==> config.mk <==
export PLATFORM = sky130hd
export DESIGN_NAME = grc_ram
export DESIGN_NICKNAME = d
export VERILOG_FILES = /design/src/grc_ram.sv
export SDC_FILE = /design/constraint.sdc
export NUM_CORES = 1
export LEC_CHECK = 0
export ABC_AREA = 1
export ABC_CLOCK_PERIOD_IN_PS = 1370
export BUFFER_PORTS_ARGS = -buffer_cell sky130_fd_sc_hd__buf_2
export CAP_MARGIN = 20
export CELL_PAD_IN_SITES_DETAIL_PLACEMENT = 0
export CELL_PAD_IN_SITES_GLOBAL_PLACEMENT = 2
export CORE_MARGIN = 4
export CORE_UTILIZATION = 36
export CTS_CLUSTER_SIZE = 25
export DETAILED_ROUTE_END_ITERATION = 7
export GPL_TIMING_DRIVEN = 0
export PLACE_DENSITY = 0.78
export REMOVE_ABC_BUFFERS = 1
export SYNTH_ARGS = -nofsm -noshare
export SYNTH_HDL_FRONTEND = slang
export SYNTH_SLANG_ARGS = --single-unit
==> constraint.sdc <==
create_clock -name clk_i -period 1.37 [get_ports clk_i]
set_input_delay 0.411 -clock clk_i [delete_from_list [all_inputs] [get_ports clk_i]]
set_output_delay 0.411 -clock clk_i [all_outputs]
set_load 0.02 [all_outputs]
==> src/grc_ram.sv <==
// grc_ram: generic simple dual-port ram, one write and one read port
// read data is registered; no dependencies
`default_nettype none

module grc_ram #(
  parameter int unsigned WIDTH = 8,
  parameter int unsigned DEPTH = 16
) (
  input  logic                                        clk_i,
  input  logic                                        we_i,
  input  logic [((DEPTH > 1) ? $clog2(DEPTH) : 1)-1:0] waddr_i,
  input  logic [WIDTH-1:0]                            wdata_i,
  input  logic [((DEPTH > 1) ? $clog2(DEPTH) : 1)-1:0] raddr_i,
  output logic [WIDTH-1:0]                            rdata_o
);

  logic [WIDTH-1:0] mem_q [DEPTH];
  logic [WIDTH-1:0] rdata_q;

  always_ff @(posedge clk_i) begin
    if (we_i) begin
      mem_q[waddr_i] <= wdata_i;
    end
    rdata_q <= mem_q[raddr_i];
  end

  assign rdata_o = rdata_q;

endmodule

`default_nettype wire

# Word-level counts from Yosys, hierarchy flattened
# Memories as Yosys holds them, arrays and structs flattened. A register that Yosys moved wholly into a read port is not among the register bits.
# Index checks and enable logic that the tools add are counted.
[classes]
add_sub_neg = 0
mul = 0
div = 0
n_lt_le_gt_ge = 0
n_eq_ne = 0
shift = 0
n_mux = 2
bitwise_logic = 0
n_reduce_logical = 0
[ops]
columns = ["operator", "n"]
rows = [
  ["two-way mux 1 bit", 2],
]
[word_totals]
regBits = 0
latch_bits = 0
ramBits = 128
romBits = 0
inputBits = 18
output_inout_bits = 8
wordCells = 3
memories = 1
[memory_table]
columns = ["memory", "depth", "width", "rd", "rd_ports_with_merged_regs", "wr", "line", "text"]
rows = [
  ["mem_q", 16, 8, 1, 1, 1, "17", "logic [WIDTH-1:0] mem_q [DEPTH];"],
]

# Depth between registers and ports, before layout
# Gate-level depths: netlist of run 1.
[logic_depth]
depth_word = 2
ltp_mapped = 8
depth_no_buf = 7

# Worst setup path after synthesis of run 1
# OpenSTA, ideal clock, no wires.
[synth_path]
kind = "input to register"
from = "input port waddr_i[3] (netlist name)"
to = "memory mem_q[4][0], enable pin"
setup_time_ns = 0.370
arrival_ns = 0.992
t_required_ns = 1.000
setup_slack_ns = 0.008
stages = 2
n_path_buf = 0
cell_sequence = "nand3b_1 -> nor2_1"
[synth_rtl]
columns = ["item", "line", "text"]
rows = [
  ["start, declared", "11", "input logic [((DEPTH > 1) ? $clog2(DEPTH) : 1)-1:0] waddr_i,"],
  ["end, declared", "17", ""],
]
# Straight into the memory's write port.

# Worst setup path after layout of run 1
[layout_path]
from = "input port waddr_i[2] (netlist name)"
to = "memory mem_q[10][2], enable pin"
# Straight into the memory's write port.

==> key figures, run 1 <==
Power and ir drop
  • Power density over cell area: 1476 nW/µm²
  • PnR Total Power: 0.009949 W
  • P_leak: 2.843 nW
  • Max VDD drop: 0.0007386 V

Min path
  • Worst min-delay path category: primary input to flip-flop

Timing
  • Period minus WS final: 1354 ps
  • WHS: 396.0 ps
  • Post-route clock skew: 4.074 ps
  • Max Fclk: 738.7 MHz
  • Slew headroom: 60.74%
  • Final setup violating endpoints: 0
  • Fin. Hold Viols: 0
  • Final worst-path cycle share: 98.81%
  • Slew Limit Fails: 0
  • RSZ-0062 raised after global routing: yes
  • Slew @ Worst Pin: 588.3 ps
  • Post-route worst setup slack: 16.35 ps

Die
  • Die Span X: 134.6 µm
  • I/O Pins: 26
  • Initial Utilization: 36.57%
  • Rows: 46
  • Die area: 18110 µm²
  • Die H: 134.6 µm
  • Core area: 15770 µm²

Worst setup path
  • Worst Path Class, Setup: primary input to flip-flop
  • WP data arrival: 1400 ps
  • CP endpoint kind: flip-flop
  • CP max FO: 8
  • CP required: 1410 ps
  • Startpoint Class: primary input

Final layout
  • Final instance area: 6740 µm²
  • # diodes: 0
  • Fraction of layout instances using a drive strength above 1: 13.44%
  • Nets: 593
  • Layout area overhead: 16.88%
  • Non-Filler Instances: 804
  • Fill cell count: 1510

CTS
  • Clock transition at path regs: 60 ps
  • Number of CTS-inserted buffers: 17
  • H-tree levels: 4
  • CTS tree: yes
  • Worst skew pair latency: 410 ps
  • Deepest clock path buffer count: 2
  • CTS Sinks: 136
  • CTS root buf: clkbuf_16

Yosys
  • Cell Area, Synth: 5767 µm²
  • Syn Area/Cell: 10.47 µm²
  • Sequential fraction of the synthesis area: 69.43%
  • Yosys Warn Count: 0
  • FF+latch count, synth: 136
  • Synth unique cells: 12
  • Gate Count Post-Synth: 551

Global route
  • Vias in the first global route: 3589
  • Remaining Overflow, GRT: 0
  • Antenna violations before repair: 0
  • First-pass GRT wire length: 19750 µm
  • Pin count of the biggest net entering global routing: 52
  • GRT Overall Usage: 14.69%

Routing
  • DRT iter0 DRCs: 187
  • Drt pass-1 iters: 4
  • Final ANT Viol Nets: 0
  • Total routed wirelength: 13030 µm
  • Number of vias per cell: 4.570
  • Residual DRC: 0
  • Vias: 3674
  • WL/cell: 16.21 µm

Placement
  • DP Worst Slack: -857.8 ps
  • Dpl cells: 770
  • Post-place instance area: 6036 µm²
  • RePlAce Congestion: 0.7158
  • Input/output buffers: 25
  • Post-DP HPWL: 7816 µm

Run
  • Max_cap viols: 0

Outcome
  • Outcome: finished clean
registers in the layout (all words and copies together) (netlist names):
register and cells:
mem_q 128, rdata_o 8
cells in the mapped netlist:
cell type,count,share of area [%]
inv_2,2,0.13
buf_4,4,0.52
inv_1,100,6.5
edfxtp_1,128,67
nand3b_1,2,0.26
buf_6,6,1.2
nand3_1,97,8.4
nand2_1,173,11
nor2_1,17,1.1
buf_1,1,0.065
buf_2,13,1.1
dfxtp_1,8,2.8
critical path, stage by stage:
cell	delay, ps
buf_2	120
nand3b_1	320
nor2_2	540
placed cells by master, fill, tap and decap left out, types with 2 or more instances in the layout:
master	count
clkinvlp_4	4
dfxtp_1	8
nand3_1	97
nand2_1	173
inv_1	99
edfxtp_1	128
nor2_2	16
buf_2	23
nand3b_1	2
inv_4	2
clkinv_2	6
bufinv_16	4
buf_4	3
clkbuf_16	18
repair_timing:
| item | CTS | global route |
|---|---|---|
| endpoints found under the setup margin | 91 | 64 |
| gates cloned | 0 | 1 |
| buffers inserted | 0 | 1 |
| resized for setup | 13 | 9 |
| hold buffers | 0 | 0 |
layer usage:
layer | global-route usage [%] | vias to the layer above | wire length [µm]
li1 | - | 1823 | -
met1 | 18.59 | 1783 | 5637
met2 | 25.50 | 57 | 6723
met3 | 3.167 | 11 | 520
met4 | 4.242 | 0 | 151
met5 | 0 | - | 0
report_power, final:
group / internal [W] / switching (W) / leakage, nW
Combinational: 0.000169 / 0.000428 / 1.32
Sequential: 0.00465 / 0.0000229 / 1.22
Clock: 0.00302 / 0.00165 / 0.295
kinds of logic after synthesis:
group         synth area share, %
buf+inv                     9.525
flops                       69.43
simple gates                21.05
path summary, 6_finish.rpt:
check / start / end / slack, ps / depth (start not counted)
max: waddr_i[2] / mem_q[10][2]$_DFFE_PP_ / 20 / 3
min: wdata_i[6] / mem_q[4][6]$_DFFE_PP_ / 400 / 1
max reg2reg: mem_q[4][3]$_DFFE_PP_ / rdata_o[3]$_DFF_P_ / 360 / 6
min reg2reg: mem_q[10][0]$_DFFE_PP_ / rdata_o[0]$_DFF_P_ / 660 / 6
layout make-up:
class | instances | area (µm²) | area share [%]
flip-flops and latches | 136 | 4004 | 59.40
multi-input cells | 289 | 1254 | 18.60
clock buffers | 18 | 429.2 | 6.367
inverters | 102 | 391.6 | 5.810
well taps | 216 | 270.3 | 4.010
repair buffers | 29 | 210.2 | 3.119
clock inverters | 14 | 181.4 | 2.692
metrics by stage:
step           setup TNS (ps)  utilization (%)
2_1_floorplan          -115.6                -
3_3_place_gp           -69390            38.02
3_5_place_dp           -67870            38.27
4_1_cts                 -6021            42.35
5_1_grt                 -1475            42.74
6_report                    0            42.74
Power figures use the tool's default switching activity.
==> run 2, diff against run 1 <==
==> config.mk (replaced) <==
export PLATFORM = sky130hd
export DESIGN_NAME = grc_ram
export DESIGN_NICKNAME = d
export VERILOG_FILES = /design/src/grc_ram.sv
export SDC_FILE = /design/constraint.sdc
export NUM_CORES = 1
export LEC_CHECK = 0
export ABC_CLOCK_PERIOD_IN_PS = 1300
export BUFFER_PORTS_ARGS = -buffer_cell sky130_fd_sc_hd__buf_2
export CAP_MARGIN = 20
export CELL_PAD_IN_SITES_DETAIL_PLACEMENT = 0
export CELL_PAD_IN_SITES_GLOBAL_PLACEMENT = 2
export CORE_MARGIN = 4
export CORE_UTILIZATION = 48
export CTS_CLUSTER_SIZE = 25
export DETAILED_ROUTE_END_ITERATION = 7
export GPL_TIMING_DRIVEN = 0
export PLACE_DENSITY = 0.82
export REMOVE_ABC_BUFFERS = 1
export SYNTH_ARGS = -nofsm -noshare
export SYNTH_HDL_FRONTEND = slang
export SYNTH_SLANG_ARGS = --single-unit
==> constraint.sdc (replaced) <==
create_clock -name clk_i -period 1.3 [get_ports clk_i]
set_input_delay 0.39 -clock clk_i [delete_from_list [all_inputs] [get_ports clk_i]]
set_output_delay 0.39 -clock clk_i [all_outputs]
set_load 0.02 [all_outputs]
==> run 2 against run 1 <==
  * The run now ends with negative setup slack left
  * Critical path depth is the same
  * Clock skew grew 3.8 ps
  * Final area shrank 9.7%
  * Wire length shrank 27%
  * Register-to-register slack lost 380 ps
  * Global-route usage grew 1.6 points
  * Highest routed layer unchanged
==> key figures, run 2 <==
Global route
  • Vias in the first global route: 2550 (was 3589)
  • Gr busiest metal: met2 (unchanged)
  • Remaining Overflow, GRT: 0 (unchanged)
  • First-pass GRT wire length: 14670 µm (was 19750 µm)
  • GRT Overall Usage: 16.30% (was 14.69%)
  • Met1 Use GR: 22.39% (was 18.59%)
  • Antenna violations before repair: 0 (unchanged)
  • GR Util met3: 5.217% (was 3.167%)
  • Pin count of the biggest net entering global routing: 33 (was 52)
  • Met2 GRT Util: 25.05% (was 25.50%)

Placement
  • RePlAce Congestion: 0.7244 (was 0.7158)
  • Input/output buffers: 25 (unchanged)
  • Post-DP HPWL: 5610 µm (was 7816 µm)
  • Dpl cells: 383 (was 770)
  • DP Worst Slack: -1146 ps (was -857.8 ps)

Outcome
  • Outcome: finished, violations left (was finished clean)
  • Failing checks: negative setup slack

Worst setup path
  • WP data arrival: 1540 ps (was 1400 ps)
  • Worst Setup EP: mem_q[1][5]$_DFFE_PP_ (was mem_q[10][2]$_DFFE_PP_)
  • Worst Path Class, Setup: primary input to flip-flop (unchanged)
  • Crit-path leading delay family: simple AND/OR/NAND/NOR gates (unchanged)
  • RR Endpoint: rdata_o[3]$_DFF_P_ (unchanged)
  • Worst Reg-to-Reg Cells: 3 (was 6)
  • CP max stage cell: or3b_2 (was nor2_2)
  • CP required: 1440 ps (was 1410 ps)
  • CP endpoint kind: flip-flop (unchanged)
  • Startpoint Class: primary input (unchanged)
  • WP depth: 3 (unchanged)
  • R2r startpoint: mem_q[11][3]$_DFFE_PP_ (was mem_q[4][3]$_DFFE_PP_)
  • Buf/Inv on CP: 1 (unchanged)
  • Crit-path max cell delay: 560 ps (was 540 ps)
  • Critical-path cell list: buf_2 -> or3b_2 -> nor2_2 (was buf_2 -> nand3b_1 -> nor2_2)
  • CP max FO: 8 (unchanged)
  • Reg-to-reg slack, setup: -20 ps (was 360 ps)
  • Crit path from: waddr_i[2] (unchanged)

Yosys
  • Synth area leaders: edfxtp_1 75%, mux4_2 7.9%, mux4_1 7.1% (was edfxtp_1 67%, nand2_1 11%, nand3_1 8.4%)
  • Synth area leader: edfxtp_1 (unchanged)
  • Synth unique cells: 19 (was 12)
  • FF+latch count, synth: 136 (unchanged)
  • Gate Count Post-Synth: 229 (was 551)
  • Synth Flop Type: edfxtp_1 (unchanged)
  • Top cell type's share of synthesized area: 74.67% (was 66.65%)
  • Sequential fraction of the synthesis area: 77.78% (was 69.43%)
  • Post-synth top cells: 128 x edfxtp_1, 18 x mux4_2, 16 x a22oi_1, 14 x mux4_1, 13 x nor2_1 (was 173 x nand2_1, 128 x edfxtp_1, 100 x inv_1, 97 x nand3_1, 17 x nor2_1)
  • Syn Area/Cell: 22.48 µm² (was 10.47 µm²)
  • Post-synth EDFFs: 128 (unchanged)
  • Async SR Flop Fraction: 0% (unchanged)
  • Cell Area, Synth: 5147 µm² (was 5767 µm²)
  • Yosys Warn Count: 0 (unchanged)
  • Most numerous cell in the Yosys netlist: edfxtp_1 (was nand2_1)

Run
  • Max_cap viols: 0 (unchanged)

Final layout
  • Number of flip-flops in the largest register: 128 (unchanged)
  • Layout area overhead: 18.23% (was 16.88%)
  • Non-Filler Instances: 415 (was 804)
  • Fraction of layout instances using a drive strength above 1: 43.73% (was 13.44%)
  • # diodes: 0 (unchanged)
  • Most flops, register: mem_q (unchanged)
  • Nets: 285 (was 593)
  • Commonest cells after routing, fill and taps aside: 128 x edfxtp_1, 28 x mux4_2, 16 x clkbuf_16, 16 x buf_2 (was 173 x nand2_1, 128 x edfxtp_1, 99 x inv_1)
  • Commonest non-fill, non-tap cell in the layout: edfxtp_1 (was nand2_1)

CTS
  • CTS root buf: clkbuf_8 (was clkbuf_16)
  • CTS Sinks: 136 (unchanged)
  • CTS tree: yes (unchanged)
  • Deepest clock path buffer count: 2 (unchanged)
  • Hold_buf cts: 0 (unchanged)
  • Clock transition at path regs: 60 ps (about the same)
  • H-tree levels: 4 (unchanged)
  • Worst skew pair latency: 510 ps (was 410 ps)
  • Number of CTS-inserted buffers: 17 (unchanged)

Routing
  • WL/cell: 22.80 µm (was 16.21 µm)
  • Number of vias per cell: 5.682 (was 4.570)
  • Drt pass-1 iters: 5 (was 4)
  • DRT iter0 DRCs: 190 (was 187)
  • Vias: 2358 (was 3674)
  • Final ANT Viol Nets: 0 (unchanged)
  • Residual DRC: 0 (unchanged)
  • Total routed wirelength: 9460 µm (was 13030 µm)

Die
  • Die area: 12440 µm² (was 18110 µm²)
  • Die H: 111.6 µm (was 134.6 µm)
  • Rows: 37 (was 46)
  • Initial Utilization: 49.64% (was 36.57%)
  • I/O Pins: 26 (unchanged)
  • Die Span X: 111.6 µm (was 134.6 µm)
  • Core area: 10370 µm² (was 15770 µm²)

Timing
  • Fin. Hold Viols: 0 (unchanged)
  • Post-route worst setup slack: -98.17 ps (was 16.35 ps)
  • Final setup violating endpoints: 33 (was 0)
  • Slew headroom: 33.90% (was 60.74%)
  • Final worst-path cycle share: 107.6%
  • Post-route clock skew: 7.875 ps (was 4.074 ps)
  • Slew Limit Fails: 0 (unchanged)
  • Setup tns final: -1938 ps (was 0 ps)
  • Period minus WS final: 1398 ps
  • RSZ-0062 raised after global routing: yes (unchanged)
  • Slew @ Worst Pin: 987.8 ps (was 588.3 ps)
  • Max Fclk: 715.2 MHz
  • WHS: 253.0 ps (was 396.0 ps)

Power and ir drop
  • PnR Total Power: 0.009905 W (was 0.009949 W)
  • P_leak: 1.977 nW (was 2.843 nW)
  • Max VDD drop: 0.0008296 V (was 0.0007386 V)
  • Power density over cell area: 1628 nW/µm² (was 1476 nW/µm²)

Min path
  • Worst min-delay path category: primary input to flip-flop (unchanged)
-- run 2: cell types whose count changed after synthesis, moves of 3 or more --
cell,delta
nand2_1,-164
inv_1,-100
nand3_1,-96
mux4_2,+18
a22oi_1,+16
mux4_1,+14
buf_2,-10
nor2_1,-4
nor3_1,+4
buf_4,-3
buf_6,-3
clkdlybuf4s25_2,+3
-- run 2: worst reg2reg max path, stage by stage (launching register included) --
cell and delay, ps:
edfxtp_1 360, mux4_2 490, a22oi_2 230, nand2_1 110
-- run 2: worst min-delay path by stage --
stage / startpoint / endpoint / slack [ps] / cells after the start
CTS: wdata_i[5] / mem_q[11][5]$_DFFE_PP_ / 240 / 1
global route: wdata_i[5] / mem_q[8][5]$_DFFE_PP_ / 240 / 1
detailed placement: mem_q[11][1]$_DFFE_PP_ / rdata_o[1]$_DFF_P_ / 680 / 3
finish: wdata_i[5] / mem_q[11][5]$_DFFE_PP_ / 250 / 1
global placement: mem_q[11][1]$_DFFE_PP_ / rdata_o[1]$_DFF_P_ / 670 / 3
floorplan: wdata_i[0] / mem_q[0][0]$_DFFE_PP_ / 490 / 0
-- run 2: kinds of logic (layout without fill, tap and decap cells) --
| group | Yosys count | count (layout) | share of synthesized area (%) |
|---|---|---|---|
| DFF | 136 | 136 | 77.78 |
| and+or+nand+nor | 35 | 35 | 3.184 |
| muxes | 32 | 32 | 15.02 |
| AOI/OAI and AO/OA | 16 | 16 | 2.334 |
| buffers and inverters | 10 | 60 | 1.677 |
-- run 2: cell type report --
cell class | count | area [µm²]
clock inverters | 13 | 131.4
clock buffers | 18 | 417.9
well taps | 136 | 170.2
fillers | 770 | 4284
flip-flops and latches | 136 | 4014
repair buffers | 29 | 215.2
multi-input cells | 83 | 1137
-- run 2: what timing repair did --
action | 4_1_cts | 5_1_grt
setup endpoints to repair | 82 | 43
resized for setup | 55 | 12
endpoints found under the hold margin | 0 | 0
pin swaps | 7 | 7
buffers inserted | 0 | 1
-- run 2: metal layers --
| metal | routed length [µm] | vias to the layer above |
|---|---|---|
| li1 | - | 1037 |
| met1 | 4049 | 1225 |
| met2 | 4745 | 90 |
| met3 | 599 | 6 |
| met4 | 66 | 0 |
| met5 | 0 | - |
-- run 2: per-stage QoR --
step	util, %	instance area (µm²)
after floorplan	-	5061
after global placement	51.65	5356
after detailed placement	51.87	5379
after CTS	58.54	6071
after global routing	58.69	6086
final	58.69	6086
-- run 2: power breakdown --
group	internal (W)	switching [W]	leakage, nW
clock network	0.00270	0.00172	0.272
logic	0.000231	0.000307	0.480
registers	0.00491	0.0000332	1.22
total	0.00784	0.00206	1.98
==> run 3, diff against run 2 <==
--- a/config.mk
+++ b/config.mk
@@ -10,12 +10,12 @@
 export CAP_MARGIN = 20
 export CELL_PAD_IN_SITES_DETAIL_PLACEMENT = 0
 export CELL_PAD_IN_SITES_GLOBAL_PLACEMENT = 2
-export CORE_MARGIN = 4
 export CORE_UTILIZATION = 48
 export CTS_CLUSTER_SIZE = 25
 export DETAILED_ROUTE_END_ITERATION = 7
 export GPL_TIMING_DRIVEN = 0
 export PLACE_DENSITY = 0.82
+export RECOVER_POWER = 100
 export REMOVE_ABC_BUFFERS = 1
 export SYNTH_ARGS = -nofsm -noshare
 export SYNTH_HDL_FRONTEND = slang
==> run 3 against run 2 <==
  * The run still ends with negative setup slack left
  * Combinational power fell by 3%
  * Clock power fell by 3%
  * Global-route usage rose by 2.8 points
  * Non-clock buffer count fell by 1
  * Core utilization fell by 0.58 points
  * Sequential share of layout area rose by 0.66 points
  * Register-to-register slack improved by 30 ps
  * Sequential power barely moved
  * Critical path type unchanged
==> key figures, run 3 (synthesized netlist as in run 2, its figures left out) <==
Global route
  • Remaining Overflow, GRT: 0 (unchanged)
  • Pin count of the biggest net entering global routing: 33 (unchanged)
  • GRT Overall Usage: 19.09% (was 16.30%)
  • Vias in the first global route: 2515 (was 2550)
  • Antenna violations before repair: 0 (unchanged)
  • First-pass GRT wire length: 14700 µm (was 14670 µm)

Worst setup path
  • CP endpoint kind: flip-flop (unchanged)
  • CP required: 1420 ps (was 1440 ps)
  • Worst Path Class, Setup: primary input to flip-flop (unchanged)
  • CP max FO: 8 (unchanged)
  • WP data arrival: 1540 ps (about the same)
  • Startpoint Class: primary input (unchanged)

CTS
  • Worst skew pair latency: 510 ps (about the same)
  • CTS root buf: clkbuf_8 (unchanged)
  • Deepest clock path buffer count: 2 (unchanged)
  • H-tree levels: 4 (unchanged)
  • Number of CTS-inserted buffers: 17 (unchanged)
  • Clock transition at path regs: 60 ps (about the same)
  • CTS tree: yes (unchanged)
  • CTS Sinks: 136 (unchanged)

Final layout
  • # diodes: 0 (unchanged)
  • Non-Filler Instances: 413 (was 415)
  • Layout area overhead: 17.06% (was 18.23%)
  • Final core utilization: 58.11% (was 58.69%)
  • Most flops, register: mem_q (unchanged)
  • Commonest non-fill, non-tap cell in the layout: edfxtp_1 (unchanged)
  • Nets: 284 (was 285)
  • Commonest cells after routing, fill and taps aside: 128 x edfxtp_1, 28 x mux4_2, 16 x clkbuf_16 (was 128 x edfxtp_1, 28 x mux4_2, 16 x clkbuf_16, 16 x buf_2)
  • Fraction of layout instances using a drive strength above 1: 37.18% (was 43.73%)
  • Number of flip-flops in the largest register: 128 (unchanged)
  • Final instance area: 6026 µm² (was 6086 µm²)

Die
  • Core area: 10370 µm² (unchanged)
  • Die H: 105.6 µm (was 111.6 µm)
  • Rows: 37 (unchanged)
  • Die area: 11140 µm² (was 12440 µm²)
  • Initial Utilization: 49.64% (unchanged)
  • I/O Pins: 26 (unchanged)
  • Die Span X: 105.6 µm (was 111.6 µm)

Outcome
  • Failing checks: negative setup slack (unchanged)
  • Outcome: finished, violations left (unchanged)

Routing
  • Total routed wirelength: 9350 µm (was 9460 µm)
  • DRT iter0 DRCs: 199 (was 190)
  • Final ANT Viol Nets: 0 (unchanged)
  • Drt pass-1 iters: 4 (was 5)
  • Vias: 2320 (was 2358)
  • WL/cell: 22.64 µm (was 22.80 µm)
  • Number of vias per cell: 5.617 (was 5.682)
  • Residual DRC: 0 (unchanged)

Timing
  • Final worst-path cycle share: 109.3% (was 107.6%)
  • Post-route worst setup slack: -121.2 ps (was -98.17 ps)
  • Period minus WS final: 1421 ps (was 1398 ps)
  • WHS: 316.2 ps (was 253.0 ps)
  • RSZ-0062 raised after global routing: yes (unchanged)
  • Fin. Hold Viols: 0 (unchanged)
  • Max Fclk: 703.6 MHz (was 715.2 MHz)
  • Post-route clock skew: 5.101 ps (was 7.875 ps)
  • Final setup violating endpoints: 40 (was 33)
  • Slew headroom: 31.68% (was 33.90%)
  • Slew Limit Fails: 0 (unchanged)
  • Setup tns final: -2097 ps (was -1938 ps)
  • Slew @ Worst Pin: 1023 ps (was 987.8 ps)

Power and ir drop
  • Max VDD drop: 0.0008618 V (was 0.0008296 V)
  • Power density over cell area: 1619 nW/µm² (was 1628 nW/µm²)
  • P_leak: 1.936 nW (was 1.977 nW)

Run
  • Max_cap viols: 0 (unchanged)

Placement
  • RePlAce Congestion: 0.6798 (was 0.7244)
  • Post-DP HPWL: 5541 µm (was 5610 µm)
  • Post-place instance area: 5381 µm² (was 5379 µm²)
  • Dpl cells: 383 (unchanged)
  • Input/output buffers: 25 (unchanged)

Min path
  • Worst min-delay path category: primary input to flip-flop (unchanged)
## run 3: changes by cell type in the layout (fill, tap and decap cells not counted), moves of 2 or more
cell      previous run  this run
nor2_1               1         5
a22oi_2             12         9
nor2_2              12         6
buf_4                4         1
clkinv_4             3         1
clkbuf_1             1        10
nor2_4               0         2
a22oi_1              4         7
clkbuf_2             0         2
buf_2               16         8
## run 3: final timing paths
path / slack [ps] / from / end / depth (start not counted)
max reg2reg: 10 / mem_q[11][5]$_DFFE_PP_ / rdata_o[5]$_DFF_P_ / 3
max: -120 / waddr_i[0] / mem_q[10][0]$_DFFE_PP_ / 3
min reg2reg: 670 / mem_q[12][2]$_DFFE_PP_ / rdata_o[2]$_DFF_P_ / 3
min: 320 / waddr_i[1] / mem_q[0][1]$_DFFE_PP_ / 2
## run 3: layer usage
metal  track usage [%]  part of all wire, %
met5                 0                    0
met4             6.349                 0.57
met3             5.875                  6.3
met2             28.99                   49
met1             26.64                   44
## run 3: report_power, final
group,switching (W),internal [W]
Combinational,0.000301,0.000224
Clock,0.00161,0.00267
Sequential,0.0000332,0.00491
Total,0.00195,0.00781
## run 3: worst max-delay path, cell delays in order
cell	delay (ps)
buf_2	150
nand2b_1	240
nor2_1	750
## run 3: final cells by class
class | count | area (µm²)
Sequential cell | 136 | 4014
Tap cell | 136 | 170.2
Clock inverter | 11 | 108.9
Multi-Input combinational cell | 83 | 1119
Fill cell | 786 | 4344
Clock buffer | 19 | 421.7
Timing Repair Buffer | 28 | 192.7
## run 3: repair_timing
| item | in CTS | in global routing |
|---|---|---|
| gates cloned | 0 | 0 |
| setup buffers | 0 | 0 |
| resized for setup | 51 | 11 |
| pin swaps | 5 | 4 |
| hold endpoints to repair | 0 | 0 |
| endpoints found under the setup margin | 82 | 84 |
| hold buffers | 0 | 0 |
## run 3: stage by stage
stage	power, W	setup slack [ps]
2_1_floorplan	0.005247	-582.9
3_3_place_gp	0.005462	-1234
3_5_place_dp	0.005480	-1155
4_1_cts	0.009823	-91.13
5_1_grt	0.01007	-174.1
6_report	0.009757	-121.2
